===== src/rtl/core/qn_pkg.sv =====
// ----------------------------------------------------------------------------
// qn_pkg: shared types and constants for the quaternion nlerp pipeline
// Component types, the per-lane root state and the stage counts.
// ----------------------------------------------------------------------------
package qn_pkg;

    localparam int ROOT_BITS    = 15;
    localparam int FRONT_STAGES = 7;
    localparam int DW           = 98;
    localparam int BW           = 81;

    localparam logic signed [15:0] UNIT_Q14 = 16'sd16384;

    typedef logic signed [15:0] t_comp;

    typedef struct packed {
        logic [14:0] blend;
        t_comp [3:0] second;
        t_comp [3:0] first;
    } t_in;

    // d: remaining margin m - u^2*s, b: u*s, with u = 2r-1
    typedef struct packed {
        logic signed [DW-1:0] d;
        logic signed [BW-1:0] b;
        logic [ROOT_BITS-1:0] r;
        logic                 neg;
    } t_lane;

    typedef struct packed {
        t_lane [3:0] lane;
        logic [63:0] s;
        logic        degen;
    } t_root;

endpackage


===== src/rtl/core/qn_root_step.sv =====
// ----------------------------------------------------------------------------
// qn_root_step: one digit of the rounded scaled root division
// Tries bit K of r on all four lanes: keeps it when (2r-1)^2*s <= mag^2*2^30.
// ----------------------------------------------------------------------------
module qn_root_step #(
    parameter int K = 14
) (
    input  logic          i_clk,
    input  logic          i_en,
    input  qn_pkg::t_root i_root,
    output qn_pkg::t_root o_root
);

    qn_pkg::t_root               r_root;
    logic signed [qn_pkg::DW-1:0] w_sx, w_trial [4];
    logic signed [qn_pkg::BW-1:0] w_sb;
    logic signed [qn_pkg::DW-1:0] w_bx [4];
    logic [3:0]                   w_take;

    always_comb begin
        w_sx = signed'({34'd0, i_root.s});
        w_sb = signed'({17'd0, i_root.s});
        for (int i = 0; i < 4; i++) begin
            w_bx[i]    = {{(qn_pkg::DW - qn_pkg::BW){i_root.lane[i].b[qn_pkg::BW-1]}},
                          i_root.lane[i].b};
            w_trial[i] = i_root.lane[i].d - ((w_bx[i] <<< (K + 2)) + (w_sx <<< (2 * K + 2)));
            w_take[i]  = ~w_trial[i][qn_pkg::DW-1];
        end
    end

    always_ff @(posedge i_clk) begin
        if (i_en) begin
            r_root.s     <= i_root.s;
            r_root.degen <= i_root.degen;
            for (int i = 0; i < 4; i++) begin
                r_root.lane[i].neg <= i_root.lane[i].neg;
                if (w_take[i]) begin
                    r_root.lane[i].d <= w_trial[i];
                    r_root.lane[i].b <= i_root.lane[i].b + (w_sb <<< (K + 1));
                    r_root.lane[i].r <= i_root.lane[i].r
                                      | (qn_pkg::ROOT_BITS'(1) << K);
                end else begin
                    r_root.lane[i].d <= i_root.lane[i].d;
                    r_root.lane[i].b <= i_root.lane[i].b;
                    r_root.lane[i].r <= i_root.lane[i].r;
                end
            end
        end
    end

    assign o_root = r_root;

endmodule


===== config.mk =====
export PLATFORM = sky130hd
export DESIGN_NAME = qn_root_step
export DESIGN_NICKNAME = d
export VERILOG_FILES = /design/src/rtl/core/qn_pkg.sv /design/src/rtl/core/qn_root_step.sv
export SDC_FILE = /design/constraint.sdc
export NUM_CORES = 2
export LEC_CHECK = 0
export BUFFER_PORTS_ARGS = -buffer_cell sky130_fd_sc_hd__buf_4
export CORE_AREA = 2 2 662 664
export DETAILED_ROUTE_END_ITERATION = 10
export DIE_AREA = 0 0 664 666
export PLACE_DENSITY_LB_ADDON = 0.05
export SLEW_MARGIN = 20
export SYNTH_ARGS = -nofsm -noshare
export SYNTH_HDL_FRONTEND = slang
export SYNTH_SLANG_ARGS = --single-unit

===== constraint.sdc =====
create_clock -name i_clk -period 10.4 [get_ports i_clk]
set_input_delay 2.08 -clock i_clk [delete_from_list [all_inputs] [get_ports i_clk]]
set_output_delay 2.08 -clock i_clk [all_outputs]
set_load 0.02 [all_outputs]

==> out/qor.txt <==
Status: complete, no violations
Share of cells above drive strength 1: 22.1%
RSZ-0062 raised after global routing: no
Largest register FFs: 845
Root Driver: clkbuf_16
Overflow after GRT: 0
EDFF count, synth: 845
Post-DP Area: 91000 um^2
Num ports: 1692
Post-CTS Resized: 0
GR Util met2: 41.9%
Largest net degree at the start of global routing: 118
Sequential area share after synthesis: 35.4%
Initial antenna violation count: 162
Wirelength per Cell: 33.2 um
CTS Buffer Depth: 4
Max-slew headroom: 14.1%
Via count: 67400
Fin. Hold Viols: 0
Initial Util: 16.4%
Place WS: 1250 ps
Crit Path Category: input port to register
Worst EP arrival: 8840 ps
Crit-path max FO: 97
Setup_tns: 0 ps
CP startpoint: i_root[27]
Hold crit path type: input port to register
Syn Nets: 9509
Initial DRC Count: 4893
Core ar.: 436000 um^2
Die area: 442000 um^2
Endpoint type of the worst setup path: register
Hold Crit Depth: 1
Post-cts hold buffer count: 0
Mean Syn Cell Area: 9.25 um^2
Fin Hold WS: 1360 ps
CTS tree: done
Die Wd: 664 um
Mapped Cells: 7750
Worst slew pin tran: 1280 ps
Fillers: 48200
Ys flop type: edfxtp_1
Vias in the first global route: 68000
Leak: 0.0406 uW
Yosys cell types: 90
Synth-to-Final Area Change: 33.3%
Final worst slack: 2190 ps
Pwr Density: 207 nW/um^2
Total track usage: 22.0%
Worst vdd ir: 0.115 mV
Post-DP HPWL: 435000 um
Port buffer count: 1691
Final setup violation count: 0
Inserted Clock Buffers: 143
CTS clk-pin slew, worst paths: 60 ps
Req. time, crit path: 11030 ps
Post-CTS setup buffers: 0
Count of nets after finishing: 11100
Fmax achieved: 0.122 GHz
WL final: 505000 um
Max-cap violation count: 0
TritonRoute pass-1 iters: 6
Fin. max-slew vios: 0
Antenna Nets Post-Route: 0
Synthesized area: 71700 um^2
Ys Warns: 0
Asr flop ratio synth: 0%
Die height: 666 um
Met3 Usage GRT: 4.49%
CTS Sinks: 845
Routability cong.: 0.922
Post-layout util: 21.9%
Final Critical Period: 8210 ps
First-pass GRT wire length: 653000 um
M1 GR Usage: 23.6%
Via-to-Cell Ratio: 4.43
Finished Cell Area: 95500 um^2
Yosys reg bits: 845
DRC viols: 0
Layer with the highest usage: met2
Critical Path Start Type: input port
Tcrit/Tclk final: 78.9%
HP Start: i_root[70]
H-tree levels: 4
Core Rows: 243
-- through the flow --
step	instances	power (uW)
final	15200	19800
after global routing	15200	20900
after floorplan	7750	10200
after global placement	14900	15200
after CTS	15200	20300
after detailed placement	14900	15100
-- cell usage after synthesis (all sizes together) (131+ instances only) --
master | number | area, um^2
xnor2 | 335 | 2940
a21oi | 747 | 3740
nand2 | 899 | 3370
nor2 | 362 | 1360
inv | 676 | 2540
a21o | 297 | 2230
edfxtp | 845 | 25400
nand4 | 131 | 826
fa | 260 | 5200
o21ai | 778 | 3890
ha | 652 | 8160
xor2 | 222 | 1940
clkbuf | 280 | 1050
-- layout by cell type, fill, tap and decap left out, types with 43 or more instances in the layout --
cell,instances
clkbuf_16,145
nor3_1,87
ha_1,652
fa_1,260
xnor2_1,332
and3_1,49
o21bai_1,119
edfxtp_1,845
a21o_1,297
o21ai_0,733
nand4_1,130
inv_1,675
o211ai_1,44
xor2_1,222
a211oi_1,44
nand3_1,115
a21oi_1,746
nand2_1,899
o21ai_1,45
buf_4,1756
o31ai_1,43
o21a_1,59
nor2_1,362
nor2b_1,54
a31oi_1,63
nand2b_1,45
-- final cells by class --
cell class                 count  area [um^2]  area share, %
multi-input combinational   5863        42300           44.3
sequential                   845        25400           26.6
timing repair buffer        1773        13500           14.1
tap                         5757         7200           7.54
clock buffer                 168         3710           3.89
inverter                     676         2540           2.66
clock inverter                83          766          0.801
antenna                       42          105          0.110
-- power breakdown --
| group | internal, uW | switching (uW) | leakage [uW] |
|---|---|---|---|
| sequential | 4850 | 557 | 0.00826 |
| combinational | 3220 | 6230 | 0.0302 |
| clock | 2830 | 2090 | 0.00215 |
-- final timing paths --
| check | slack [ps] | end |
|---|---|---|
| setup / recovery | 2190 | o_root[590]$_DFFE_PP_ |
| hold / removal | 1360 | o_root[70]$_DFFE_PP_ |
-- logic make-up after synthesis --
| family | Yosys count | synth area share (%) |
|---|---|---|
| adders and majority gates | 912 | 18.6 |
| buffers and inverters | 1042 | 5.70 |
| DFF | 845 | 35.4 |
| AOI/OAI and AO/OA | 2443 | 20.6 |
| and+or+nand+nor | 1901 | 12.0 |
| muxes | 49 | 0.754 |
| xor gates and xnor gates | 558 | 6.85 |
-- critical path, cell delays in order --
cell and delay, ps:
buf_4 190, inv_1 710, fa_1 540, ha_1 480, and4_1 280, nand2b_1 60, or4_1 560, o221a_1 280
o21ai_0 250, a31o_2 460, a21oi_1 300, o311ai_1 660, a31oi_1 320, xnor2_4 270, buf_4 410, buf_12 350
mux2_2 380
-- per-layer routing --
metal	vias up	wire [um]
met1	33300	186000
met5	-	403
li1	31000	-
met3	596	29300
met4	62	20400
met2	2405	269000
Note: power is estimated with default switching activity, not from simulation.
